<file path="config.mk">
export PLATFORM = sky130hd
export DESIGN_NAME = sensor_heading_field_parser_core_flat
export DESIGN_NICKNAME = d
export VERILOG_FILES = /design/src/hdl/shp_pkg.sv /design/src/hdl/shp_if.sv /design/src/hdl/sensor_heading_field_parser_core.sv /design/src/hdl/shp_in_reg.sv /design/src/hdl/shp_parser.sv /design/src/flat_wrapper.sv
export SDC_FILE = /design/constraint.sdc
export NUM_CORES = 1
export LEC_CHECK = 0
export BUFFER_PORTS_ARGS = -buffer_cell sky130_fd_sc_hd__clkbuf_2
export CAP_MARGIN = 10
export CORE_ASPECT_RATIO = 0.9
export CORE_MARGIN = 1.5
export CORE_UTILIZATION = 35
export DETAILED_ROUTE_END_ITERATION = 8
export REMOVE_ABC_BUFFERS = 1
export SYNTH_ARGS = -nofsm -noshare
export SYNTH_HDL_FRONTEND = slang
export SYNTH_SLANG_ARGS = --single-unit
</file>
<file path="constraint.sdc">
create_clock -name clk_i -period 8.5 [get_ports clk_i]
set_input_delay 0.425 -clock clk_i [delete_from_list [all_inputs] [get_ports clk_i]]
set_output_delay 0.425 -clock clk_i [all_outputs]
set_load 0.01 [all_outputs]
</file>
<file path="src/hdl/shp_pkg.sv">
// ----------------------------------------------------------------------------
// shp_pkg
// Shared types, character codes and register indexes of the heading field parser.
// ----------------------------------------------------------------------------
package shp_pkg;

  // default width of the reported value
  localparam int unsigned ValueWidthDefault = 32;

  // configuration registers
  localparam int unsigned CountWidth    = 4;
  localparam int unsigned CfgIndexWidth = 1;

  typedef logic [CfgIndexWidth-1:0] cfg_index_t;
  typedef logic [CountWidth-1:0]    count_t;

  localparam cfg_index_t CfgCommaCount = 1'b0;
  localparam cfg_index_t CfgSkipCount  = 1'b1;

  localparam count_t CommaCountReset = 4'd3;
  localparam count_t SkipCountReset  = 4'd4;

  typedef struct packed {
    count_t comma_count;
    count_t skip_count;
  } cfg_t;

  // ascii codes
  localparam logic [7:0] CharComma    = 8'h2C;
  localparam logic [7:0] CharCr       = 8'h0D;
  localparam logic [7:0] CharMinus    = 8'h2D;
  localparam logic [7:0] CharPoint    = 8'h2E;
  localparam logic [7:0] CharZero     = 8'h30;
  localparam logic [7:0] CharNine     = 8'h39;
  localparam logic [7:0] CharTagFirst = 8'h4D;

  localparam int unsigned TagPosWidth = 2;
  typedef logic [TagPosWidth-1:0] tag_pos_t;
  localparam tag_pos_t TagPosLast = 2'd3;

  // letters of the tag "Magx"
  function automatic logic [7:0] tag_char(input tag_pos_t pos);
    logic [7:0] c;
    case (pos)
      2'd0:    c = 8'h4D;
      2'd1:    c = 8'h61;
      2'd2:    c = 8'h67;
      default: c = 8'h78;
    endcase
    return c;
  endfunction

endpackage

</file>
<file path="src/hdl/shp_if.sv">
// ----------------------------------------------------------------------------
// shp channel interfaces
// Valid/ready channels for input bytes, parsed results and register writes.
// ----------------------------------------------------------------------------
interface shp_byte_if;
  logic       valid;
  logic       ready;
  logic [7:0] data_byte;

  modport source (output valid, output data_byte, input ready);
  modport sink   (input valid, input data_byte, output ready);
endinterface

interface shp_result_if #(
  parameter int unsigned ValueWidth = shp_pkg::ValueWidthDefault
);
  logic                         valid;
  logic                         ready;
  logic signed [ValueWidth-1:0] heading_hundredths;
  logic                         well_formed;
  logic                         saturated;

  modport source (output valid, output heading_hundredths, output well_formed,
                  output saturated, input ready);
  modport sink   (input valid, input heading_hundredths, input well_formed,
                  input saturated, output ready);
endinterface

interface shp_cfg_if;
  logic                 valid;
  logic                 ready;
  shp_pkg::cfg_index_t  reg_index;
  shp_pkg::count_t      wdata;

  modport source (output valid, output reg_index, output wdata, input ready);
  modport sink   (input valid, input reg_index, input wdata, output ready);
endinterface

</file>
<file path="src/hdl/sensor_heading_field_parser_core.sv">
// ----------------------------------------------------------------------------
// sensor_heading_field_parser_core
// Parses a signed decimal heading field out of a sensor's ascii byte stream.
// ----------------------------------------------------------------------------
// usage
//   data_i   : one ascii character per transaction from the receiver
//   result_o : one transaction per carriage return that closes a field:
//              value in hundredths (saturated), well-formed and saturated flags
//   cfg_i    : register writes, index 0 comma_count, index 1 skip_count;
//              always ready, write only while no byte is in flight
// the block hunts for the tag "Magx", passes comma_count commas, skips
// skip_count characters and then accumulates the field up to the carriage
// return
// throughput is one byte per cycle while result_o is not stalled: every byte passes an
// input register and the parsing logic into the state and the result register
// a carriage return that closes a field reaches result_o.valid through the input register and the result register
// when the receiver stalls, the result register holds; bytes that produce no
// result keep flowing, and the input register holds the next carriage return
// until the result is taken
// reset clears the registers to comma_count 3 and skip_count 4, empties both
// register stages and restarts the tag hunt
// ----------------------------------------------------------------------------
module sensor_heading_field_parser_core #(
  parameter int unsigned ValueWidth = shp_pkg::ValueWidthDefault
) (
  input  logic         clk_i,
  input  logic         rst_ni,
  shp_byte_if.sink     data_i,
  shp_cfg_if.sink      cfg_i,
  shp_result_if.source result_o
);

  // configuration registers
  shp_pkg::cfg_t cfg_q, cfg_d;

  // input stage to parser
  logic       byte_valid;
  logic [7:0] byte_data;
  logic       byte_take;

  // register writes are always taken
  assign cfg_i.ready = 1'b1;

  always_comb begin
    cfg_d = cfg_q;
    if (cfg_i.valid) begin
      case (cfg_i.reg_index)
        shp_pkg::CfgCommaCount: cfg_d.comma_count = cfg_i.wdata;
        shp_pkg::CfgSkipCount:  cfg_d.skip_count  = cfg_i.wdata;
        default:                cfg_d             = cfg_q;
      endcase
    end
  end

  always_ff @(posedge clk_i or negedge rst_ni) begin
    if (!rst_ni) begin
      cfg_q.comma_count <= shp_pkg::CommaCountReset;
      cfg_q.skip_count  <= shp_pkg::SkipCountReset;
    end else begin
      cfg_q <= cfg_d;
    end
  end

  // byte capture
  shp_in_reg u_in_reg (
    .clk_i   (clk_i),
    .rst_ni  (rst_ni),
    .data_i  (data_i),
    .take_i  (byte_take),
    .valid_o (byte_valid),
    .byte_o  (byte_data)
  );

  // parsing state and result register
  shp_parser #(
    .ValueWidth (ValueWidth)
  ) u_parser (
    .clk_i        (clk_i),
    .rst_ni       (rst_ni),
    .cfg_i        (cfg_q),
    .byte_valid_i (byte_valid),
    .byte_i       (byte_data),
    .take_o       (byte_take),
    .result_o     (result_o)
  );

endmodule

</file>
<file path="src/hdl/shp_in_reg.sv">
// ----------------------------------------------------------------------------
// shp_in_reg
// Input register stage: captures one byte per transaction for the parser.
// ----------------------------------------------------------------------------
module shp_in_reg (
  input  logic       clk_i,
  input  logic       rst_ni,
  shp_byte_if.sink   data_i,
  input  logic       take_i,
  output logic       valid_o,
  output logic [7:0] byte_o
);

  logic       valid_q, valid_d;
  logic [7:0] byte_q;
  logic       accept;

  assign data_i.ready = !valid_q || take_i;
  assign accept       = data_i.valid && data_i.ready;

  always_comb begin
    if (accept) begin
      valid_d = 1'b1;
    end else if (take_i) begin
      valid_d = 1'b0;
    end else begin
      valid_d = valid_q;
    end
  end

  always_ff @(posedge clk_i or negedge rst_ni) begin
    if (!rst_ni) begin
      valid_q <= 1'b0;
    end else begin
      valid_q <= valid_d;
    end
  end

  always_ff @(posedge clk_i) begin
    if (accept) begin
      byte_q <= data_i.data_byte;
    end
  end

  assign valid_o = valid_q;
  assign byte_o  = byte_q;

endmodule

</file>
<file path="src/hdl/shp_parser.sv">
// ----------------------------------------------------------------------------
// shp_parser
// Tag hunt, comma count, skip and decimal field accumulation, result register.
// ----------------------------------------------------------------------------
module shp_parser #(
  parameter int unsigned ValueWidth = shp_pkg::ValueWidthDefault
) (
  input  logic          clk_i,
  input  logic          rst_ni,
  input  shp_pkg::cfg_t cfg_i,
  input  logic          byte_valid_i,
  input  logic [7:0]    byte_i,
  output logic          take_o,
  shp_result_if.source  result_o
);

  localparam int unsigned IntWidth = ValueWidth - 6;
  localparam int unsigned MulWidth = IntWidth + 4;
  localparam int unsigned MagWidth = ValueWidth + 1;

  localparam logic [MagWidth-1:0] NegLimit = MagWidth'(1) << (ValueWidth - 1);
  localparam logic [MagWidth-1:0] PosLimit = NegLimit - MagWidth'(1);
  localparam logic [IntWidth-1:0] IntCap   =
    IntWidth'(NegLimit / MagWidth'(100) + MagWidth'(1));

  typedef enum logic [1:0] {
    PhHunt,
    PhCommas,
    PhSkip,
    PhField
  } phase_e;

  phase_e                phase_q, phase_d;
  shp_pkg::tag_pos_t     tag_pos_q, tag_pos_d;
  shp_pkg::count_t       commas_left_q, commas_left_d;
  shp_pkg::count_t       skip_left_q, skip_left_d;
  logic                  neg_q, neg_d;
  logic                  point_q, point_d;
  logic                  bad_q, bad_d;
  logic                  started_q, started_d;
  logic [IntWidth-1:0]   int_q, int_d;
  logic [6:0]            frac_q, frac_d;
  logic [1:0]            frac_digits_q, frac_digits_d;
  logic                  ovf_q, ovf_d;

  logic                  out_valid_q, out_valid_d;
  logic [ValueWidth-1:0] heading_q, heading_d;
  logic                  well_q, well_d;
  logic                  sat_q, sat_d;

  logic                  is_cr, is_digit, produce, out_free, take;
  logic [3:0]            digit;
  logic [MulWidth-1:0]   int_mul;
  logic                  int_hit;
  logic [6:0]            frac_full;
  logic [MagWidth-1:0]   mag, mag_clamped;
  logic                  clamp;
  logic                  open_field, open_skip;

  assign is_cr    = (byte_i == shp_pkg::CharCr);
  assign is_digit = (byte_i >= shp_pkg::CharZero) && (byte_i <= shp_pkg::CharNine);
  assign digit    = byte_i[3:0];
  assign produce  = byte_valid_i && (phase_q == PhField) && is_cr;
  assign out_free = !out_valid_q || result_o.ready;
  assign take     = byte_valid_i && (!produce || out_free);
  assign take_o   = take;

  // integer digit accumulate, compared against the cap
  assign int_mul = MulWidth'(int_q) * MulWidth'(10) + MulWidth'(digit);
  assign int_hit = int_mul >= MulWidth'(IntCap);

  // fraction scaled to hundredths
  always_comb begin
    case (frac_digits_q)
      2'd0:    frac_full = 7'd0;
      2'd1:    frac_full = frac_q * 7'd10;
      default: frac_full = frac_q;
    endcase
  end

  assign mag = MagWidth'(int_q) * MagWidth'(100) + MagWidth'(frac_full);

  // finished value with clamping
  always_comb begin
    clamp       = 1'b0;
    mag_clamped = mag;
    if (neg_q) begin
      if (ovf_q || (mag > NegLimit)) begin
        clamp       = 1'b1;
        mag_clamped = NegLimit;
      end
    end else begin
      if (ovf_q || (mag > PosLimit)) begin
        clamp       = 1'b1;
        mag_clamped = PosLimit;
      end
    end
    if (bad_q) begin
      heading_d = '0;
      well_d    = 1'b0;
      sat_d     = 1'b0;
    end else begin
      heading_d = neg_q ? ValueWidth'(MagWidth'(0) - mag_clamped)
                        : ValueWidth'(mag_clamped);
      well_d    = 1'b1;
      sat_d     = clamp;
    end
  end

  always_comb begin
    if (produce && take) begin
      out_valid_d = 1'b1;
    end else if (result_o.ready) begin
      out_valid_d = 1'b0;
    end else begin
      out_valid_d = out_valid_q;
    end
  end

  // next state
  always_comb begin
    phase_d       = phase_q;
    tag_pos_d     = tag_pos_q;
    commas_left_d = commas_left_q;
    skip_left_d   = skip_left_q;
    neg_d         = neg_q;
    point_d       = point_q;
    bad_d         = bad_q;
    started_d     = started_q;
    int_d         = int_q;
    frac_d        = frac_q;
    frac_digits_d = frac_digits_q;
    ovf_d         = ovf_q;
    open_field    = 1'b0;
    open_skip     = 1'b0;
    if (take) begin
      case (phase_q)
        PhHunt: begin
          if (byte_i == shp_pkg::tag_char(tag_pos_q)) begin
            if (tag_pos_q == shp_pkg::TagPosLast) begin
              tag_pos_d = '0;
              if (cfg_i.comma_count != '0) begin
                phase_d       = PhCommas;
                commas_left_d = cfg_i.comma_count;
              end else begin
                open_skip = 1'b1;
              end
            end else begin
              tag_pos_d = tag_pos_q + shp_pkg::tag_pos_t'(1);
            end
          end else begin
            tag_pos_d = (byte_i == shp_pkg::CharTagFirst) ? shp_pkg::tag_pos_t'(1) : '0;
          end
        end
        PhCommas: begin
          if (byte_i == shp_pkg::CharComma) begin
            commas_left_d = commas_left_q - shp_pkg::count_t'(1);
            if (commas_left_q == shp_pkg::count_t'(1)) begin
              open_skip = 1'b1;
            end
          end
        end
        PhSkip: begin
          skip_left_d = skip_left_q - shp_pkg::count_t'(1);
          if (skip_left_q == shp_pkg::count_t'(1)) begin
            open_field = 1'b1;
          end
        end
        PhField: begin
          if (is_cr) begin
            phase_d   = PhHunt;
            tag_pos_d = '0;
          end else begin
            if (!bad_q) begin
              if ((byte_i == shp_pkg::CharMinus) && !started_q) begin
                neg_d = 1'b1;
              end else if ((byte_i == shp_pkg::CharPoint) && !point_q) begin
                point_d = 1'b1;
              end else if (is_digit) begin
                if (point_q) begin
                  if (frac_digits_q < 2'd2) begin
                    frac_d        = frac_q * 7'd10 + 7'(digit);
                    frac_digits_d = frac_digits_q + 2'd1;
                  end
                end else if (int_q >= IntCap) begin
                  ovf_d = 1'b1;
                end else if (int_hit) begin
                  int_d = IntCap;
                  ovf_d = 1'b1;
                end else begin
                  int_d = IntWidth'(int_mul);
                end
              end else begin
                bad_d = 1'b1;
              end
            end
            started_d = 1'b1;
          end
        end
        default: begin
          phase_d = PhHunt;
        end
      endcase
      // zero skip count falls straight through to the field
      if (open_skip) begin
        if (cfg_i.skip_count != '0) begin
          phase_d     = PhSkip;
          skip_left_d = cfg_i.skip_count;
        end else begin
          open_field = 1'b1;
        end
      end
      if (open_field) begin
        phase_d       = PhField;
        neg_d         = 1'b0;
        point_d       = 1'b0;
        bad_d         = 1'b0;
        started_d     = 1'b0;
        int_d         = '0;
        frac_d        = '0;
        frac_digits_d = '0;
        ovf_d         = 1'b0;
      end
    end
  end

  always_ff @(posedge clk_i or negedge rst_ni) begin
    if (!rst_ni) begin
      phase_q       <= PhHunt;
      tag_pos_q     <= '0;
      commas_left_q <= '0;
      skip_left_q   <= '0;
      neg_q         <= 1'b0;
      point_q       <= 1'b0;
      bad_q         <= 1'b0;
      started_q     <= 1'b0;
      int_q         <= '0;
      frac_q        <= '0;
      frac_digits_q <= '0;
      ovf_q         <= 1'b0;
      out_valid_q   <= 1'b0;
      heading_q     <= '0;
      well_q        <= 1'b0;
      sat_q         <= 1'b0;
    end else begin
      phase_q       <= phase_d;
      tag_pos_q     <= tag_pos_d;
      commas_left_q <= commas_left_d;
      skip_left_q   <= skip_left_d;
      neg_q         <= neg_d;
      point_q       <= point_d;
      bad_q         <= bad_d;
      started_q     <= started_d;
      int_q         <= int_d;
      frac_q        <= frac_d;
      frac_digits_q <= frac_digits_d;
      ovf_q         <= ovf_d;
      out_valid_q   <= out_valid_d;
      if (produce && take) begin
        heading_q <= heading_d;
        well_q    <= well_d;
        sat_q     <= sat_d;
      end
    end
  end

  assign result_o.valid              = out_valid_q;
  assign result_o.heading_hundredths = heading_q;
  assign result_o.well_formed        = well_q;
  assign result_o.saturated          = sat_q;

endmodule

</file>
<file path="src/flat_wrapper.sv">
// flat-port wrapper written by rule: the top's interface ports become plain ports
module sensor_heading_field_parser_core_flat 
#(
  parameter int unsigned ValueWidth = shp_pkg::ValueWidthDefault
)
  (clk_i, rst_ni, data_i_valid, data_i_data_byte, data_i_ready, cfg_i_valid, cfg_i_reg_index, cfg_i_wdata, cfg_i_ready, result_o_valid, result_o_heading_hundredths, result_o_well_formed, result_o_saturated, result_o_ready);
  shp_byte_if data_i_i ();
  shp_cfg_if cfg_i_i ();
  shp_result_if #(.ValueWidth(ValueWidth)) result_o_i ();
  input  logic clk_i;
  input  logic rst_ni;
  input wire logic [$bits(data_i_i.valid)-1:0] data_i_valid;
  input wire logic [$bits(data_i_i.data_byte)-1:0] data_i_data_byte;
  output wire logic [$bits(data_i_i.ready)-1:0] data_i_ready;
  input wire logic [$bits(cfg_i_i.valid)-1:0] cfg_i_valid;
  input wire logic [$bits(cfg_i_i.reg_index)-1:0] cfg_i_reg_index;
  input wire logic [$bits(cfg_i_i.wdata)-1:0] cfg_i_wdata;
  output wire logic [$bits(cfg_i_i.ready)-1:0] cfg_i_ready;
  output wire logic [$bits(result_o_i.valid)-1:0] result_o_valid;
  output wire logic [$bits(result_o_i.heading_hundredths)-1:0] result_o_heading_hundredths;
  output wire logic [$bits(result_o_i.well_formed)-1:0] result_o_well_formed;
  output wire logic [$bits(result_o_i.saturated)-1:0] result_o_saturated;
  input wire logic [$bits(result_o_i.ready)-1:0] result_o_ready;
  assign data_i_i.valid = data_i_valid;
  assign data_i_i.data_byte = data_i_data_byte;
  assign data_i_ready = data_i_i.ready;
  assign cfg_i_i.valid = cfg_i_valid;
  assign cfg_i_i.reg_index = cfg_i_reg_index;
  assign cfg_i_i.wdata = cfg_i_wdata;
  assign cfg_i_ready = cfg_i_i.ready;
  assign result_o_valid = result_o_i.valid;
  assign result_o_heading_hundredths = result_o_i.heading_hundredths;
  assign result_o_well_formed = result_o_i.well_formed;
  assign result_o_saturated = result_o_i.saturated;
  assign result_o_i.ready = result_o_ready;
  sensor_heading_field_parser_core #(.ValueWidth(ValueWidth)) u_core (.clk_i(clk_i), .rst_ni(rst_ni), .data_i(data_i_i), .cfg_i(cfg_i_i), .result_o(result_o_i));
endmodule
</file>
; ---- Word-level counts from Yosys, hierarchy flattened
; Index checks and enable logic that the tools add are counted.
[totals]
ff_bits = 104
word_cells = 219
latch_bits = 0
ramBits = 0
memories = 0
mem_bits_ro = 0
[op_classes]
magnitude_cmp = 7
bitwise = 1
multipliers = 3
muxes = 110
n_eq_ne = 26
n_div = 0
n_reduce_logical = 44
addsub = 8
shift = 0
[ops]
columns = operator, n
row1 = $mux W26, 10
row2 = $mux W32, 5
row3 = $mux W7, 9
row4 = $mux W1, 52
row5 = $mux W2, 19
row6 = $add A33 B7 Y33, 1
row7 = $gt A33 B31 Y1 const B, 1
row8 = $gt A33 B32 Y1 const B, 1
row9 = $sub A1 B32 Y32 const A, 1
row10 = $mul A26 B5 Y31 const B, 1
row11 = $add A30 B4 Y30, 1
row12 = $ge A30 B25 Y1 const B, 1
row13 = $mul A26 B3 Y29 const B, 1
row14 = $mux W4, 7
row15 = $reduce_and A9 Y1, 3
row16 = $ge A26 B25 Y1 const B, 1
row17 = $eq A8 B6 Y1 const B, 3
row18 = $reduce_bool A2 Y1, 10
row19 = $pmux W6 S3, 1
row20 = $mux W8, 2
row21 = $pmux W7 S2, 1
row22 = $ne A2 B1 Y1 const B, 6
row23 = $reduce_and A6 Y1, 2
row24 = $ne A2 B2 Y1 const B, 5
row25 = 26 further kinds, 55

; ---- Logic depth before layout (Yosys ltp)
[logic_depth]
word_depth = 15
depth_mapped = 29
mapped_depth_nobuf = 26

; ---- Hierarchy
; From an unflattened synthesis, not the netlist that was laid out.
[hier_totals]
cells_unflattened = 1632
area_unflattened_um2 = 13163.9
[by_module_without_submodules]
columns = mod, area_per_inst_um2, seq_area_each_um2, instances, cells_per_inst
row1 = shp_parser, 12529.5, 2177.1, 1, 1600
row2 = sensor_heading_field_parser_core, 340.3, 203.9, 1, 20
row3 = shp_in_reg, 294.0, 265.3, 1, 12

; ---- Worst setup path after synthesis
; No wires, ideal clock.
[synth_timing]
kind = flip-flop to flip-flop
startpoint = reg u_core.u_parser.int_q[3]
endpoint = reg u_core.u_parser.heading_q[28], in the netlist u_core.u_parser.result_o.heading_hundredths[28]
setup_ps = 122
path_stages_with_launch = 28
arrival_time_ps = 6198
n_path_buf = 1
slack_ps = 2180
period_less_slack_ps = 6320
path_cell_list = dfrtp_1 > inv_1 > ha_1 > inv_1 > ha_1 > inv_1 > fa_1 > inv_1 > ha_1 > xor2_1 > nor2_1 > nand3b_1 > nor4_2 > nand4_1 > nor4_4 > nor4b_2 > mux2_2 > a21o_1 > buf_2 > o21ai_4 > a31oi_1 > ha_1 > inv_1 > nor3_1 > o21ai_2 > a21oi_2 > a311o_1 > a32o_1
[synth_via]
elab_chain_len = 9
word_cells_on_any_way = 12
cone_classes = add/sub: 2 / mul: 1 / order compare: 2 / mux: 5 / reduce/logical: 2
[synth_rtl]
columns = item, line
row1 = "start, declared", shp_parser.sv:41  ; logic [IntWidth-1:0] int_q, int_d;
row2 = "start signal, assigned", shp_parser.sv:254  ; int_q <= int_d;
row3 = $mul A26 B5 Y31 (*), shp_parser.sv:81  ; assign mag = MagWidth'(int_q) * MagWidth'(100) + MagWidth'(frac_full);
row4 = $add A33 B7 Y33 (*), shp_parser.sv:81
row5 = $gt A33 B31 Y1 or $gt A33 B32 Y1 (tied branches), "shp_parser.sv:93, shp_parser.sv:88"
row6 = $logic_or A1 B1 Y1 (on tied branches), "shp_parser.sv:93, shp_parser.sv:88"
row7 = $mux W32 (on tied branches), "shp_parser.sv:93, shp_parser.sv:88"
row8 = $mux W32 (*), shp_parser.sv:87  ; if (neg_q) begin
row9 = $sub A1 B32 Y32, shp_parser.sv:103  ; heading_d = neg_q ? ValueWidth'(MagWidth'(0) - mag_clamped)
row10 = $mux W32 (*), shp_parser.sv:103
row11 = $mux W32 (*), shp_parser.sv:98  ; if (bad_q) begin
row12 = "end signal, assigned", shp_parser.sv:260  ; heading_q <= heading_d;
row13 = "end, declared", shp_parser.sv:47  ; logic [ValueWidth-1:0] heading_q, heading_d;
; Mark *: on every way between the ends. The rest lies on a longest branch, timed or not.
; A chain may end at the register's enable or synchronous reset.

; ---- Final worst setup path
[layout_timing]
startpoint = reg u_core.u_parser.int_q[3]
endpoint = reg u_core.u_parser.heading_q[30], in the netlist u_core.u_parser.result_o.heading_hundredths[30]
; Same word-level chain as after synthesis.

==> metrics.yaml <==
holdCritPathClass: "input port to async pin"
die_area_um2: 40190
cts_buffers: 9
nets: 1911
instances_no_fill: 2221
chipWidth_um: 211.2
path_clk_slew_ns: 0.09
synthFlopType: "dfrtp_1"
finalClockSkew_ns: 0.01655
drc: 0
post-cts-setup-buffers: 0
fp.dieH_um: 190.3
most-common-layout-cells: "ha_1, nand2_1, inv_1"
final-setup-viol-count: 0
relSlewSlack_pct: 27.18
io_pins: 55
timing.rr.start: "u_core.u_parser.int_q[3]"
setup_tns_ns: 0
placed_cell_area_um2: 14370
crit_start: "u_core.u_parser.int_q[3]"
wire_per_inst_um: 16.77
via_per_inst: 5.674
max_freq_mhz: 133.2
drive_gt1_share_pct: 8.550
final_core_util_pct: 38.31
antenna_found_initial: 0
setup.worst_path.start_class: "flip-flop"
crit_top_cell: "inv_1"
period_needed_ns: 7.509
synth.yosys.seq_area_share_pct: 19.39
critPathCaptureType: "flip-flop"
row_count: 68
synth.area.top_cells: "dfrtp_1, ha_1, nand2_1"
r2r_slack_ns: 0.99
areaGrowthSynthToFinish_pct: 7.701
crit_fanout: 9
peakVddDrop_mv: 0.1053
grt_pass1_vias: 12124
grt_pass1_wl_mm: 62.27
core_um2: 38370
post_synth_instance_area_um2: 13650
antennaDiodeCount: 0
cp.arrival_ns: 7.81
vias: 12602
ys_types: 102
ant_nets: 0
final_common_cell: "ha_1"
start_util_pct: 35.57
maxCapViolations: 0
comb_power_share_pct: 7.1
netSwitchingFraction_pct: 28.72
drt_wl_total_mm: 37.25
dp.cells: 2204
grt_max_degree: 55
p_switching_mw: 0.3096
cts_tree: "built"
synth_top_cell_by_area: "dfrtp_1"
postSynthAreaPerCell_um2: 8.124
p_int_mw: 0.7684
stdcell_area_um2: 14700
hold_buffers: 0
dp_hpwl_mm: 29.90
outcome: "completed"
tightest_slew_ns: 1.092
synth_async_sr_flop_share_pct: 92.31
seqPwrFrac_pct: 50.3
period_share_pct: 88.34
cts-root-buf: "clkbuf_16"
grt_usage_pct: 18.92
cts_buffer_depth: 2
drt-initial-drc-count: 939
path_class: "flip-flop to flip-flop"
clk_latency_ns: 0.39
hold_slack_ns: 0.04680
synth.top_cell.area_share_pct: 17.05
rsz0062_at_grt: "false"
synth_warnings: 0
critPathBufInv: 5
numPortBuffers: 53
synth_edf_count: 8
gp_congestion: 0.9434
ctsResizeCount: 0
p_leak_nw: 6.856
finalMaxSlewViolations: 0
grt-ovfl-total: 0
clkPwrFrac_pct: 42.6
syn_inst: 1680
required_ns: 8.80
cp_slowest_stage_delay_ns: 0.52
hold_violations: 0
cpMaxStageDelayCell: "dfrtp_1"
drtPass1Iterations: 6
cts_max_level: 3
ys_ff_latch: 104
clock-sinks: 104
p_per_area_nw_per_um2: 73.34
cp_top_family: "simple AND/OR/NAND/NOR gates"
[Yosys cell counts (26+ instances only)]
master / count
nor2_1: 93
ha_1: 176
nand2_1: 150
xor2_1: 37
inv_1: 145
clkbuf_1: 40
xnor2_1: 53
fa_1: 26
nand3_1: 43
a21o_1: 36
a21oi_1: 104
nand4_1: 35
o21ai_0: 109
nor3_1: 43
dfrtp_1: 93
[through the flow]
| step | power (mW) | worst slack, ns |
|---|---|---|
| after CTS | 1.092 | 1.037 |
| after global placement | 0.6261 | 1.189 |
| after floorplan | 0.5962 | 1.776 |
| after detailed placement | 0.6286 | 1.060 |
| final | 1.078 | 0.9912 |
| after global routing | 1.124 | 0.4019 |
[logic make-up (layout without fill, tap and decap cells)]
| family | Yosys count | in the layout | share of synthesized area, % |
|---|---|---|---|
| other | 1 | 1 | 0.02748 |
| buffers and inverters | 206 | 222 | 5.886 |
| AO/OA/AOI/OAI | 501 | 501 | 25.39 |
| adder cells (fa/ha/maj) | 202 | 202 | 19.95 |
| AND/OR/NAND/NOR | 556 | 556 | 21.98 |
| XOR/XNOR | 91 | 91 | 5.895 |
| multiplexers | 19 | 19 | 1.476 |
| flip-flops | 104 | 104 | 19.39 |
[power groups by stage]
stage               Combinational (mW)  Sequential [mW]  Clock (mW)
floorplan                       0.0521            0.544           0
global placement                0.0756            0.550           0
detailed placement              0.0776            0.551           0
CTS                             0.0778            0.541       0.473
global route                    0.0902            0.545       0.488
finish                          0.0768            0.542       0.460
[final timing paths]
kind,to,cells past startpoint
max,u_core.u_parser.result_o.heading_hundredths[30],26
min,u_core.u_parser.int_q[25],1
max reg2reg,u_core.u_parser.result_o.heading_hundredths[30],26
min reg2reg,u_core.u_parser.result_o.heading_hundredths[11],1
max in group asynchronous,u_core.u_parser.point_q,2
min in group clk_i,u_core.u_in_reg.byte_o[5],1
[area by class of cell]
cell class / instances / area (um^2)
clock inverters: 7 / 96.34
fillers: 3946 / 23670
flip-flops and latches: 104 / 2646
inverters: 145 / 544.3
repair buffers: 61 / 325.3
multi-input cells: 1370 / 10200
well taps: 525 / 656.9
clock buffers: 9 / 225.2
[layer usage]
metal | global-route usage, % | routed length, um | vias to the layer above | part of all wire (%)
li1 | - | - | 6243 | -
met1 | 26.79 | 18500 | 6016 | 50
met2 | 30.25 | 16540 | 295 | 44
met3 | 2.635 | 1611 | 48 | 4.3
met4 | 4.505 | 601 | 0 | 1.6
met5 | 0 | 0 | - | 0
[registers in the layout (all words and copies together), names as in the netlist]
signal                                       cells
u_core.u_in_reg.byte_o                           8
u_core.u_in_reg.valid_o                          1
u_core.u_parser.frac_q                           7
u_core.u_parser.neg_q                            1
u_core.cfg_q                                     8
u_core.u_parser.skip_left_q                      4
u_core.u_parser.bad_q                            1
u_core.u_parser.phase_q                          2
u_core.u_parser.point_q                          1
u_core.u_parser.commas_left_q                    4
u_core.u_parser.result_o.heading_hundredths     32
u_core.u_parser.result_o.valid                   1
u_core.u_parser.result_o.saturated               1
u_core.u_parser.started_q                        1
u_core.u_parser.frac_digits_q                    2
u_core.u_parser.tag_pos_q                        2
u_core.u_parser.int_q                           26
u_core.u_parser.result_o.well_formed             1
u_core.u_parser.ovf_q                            1
Note: power is estimated with default switching activity, not from simulation.
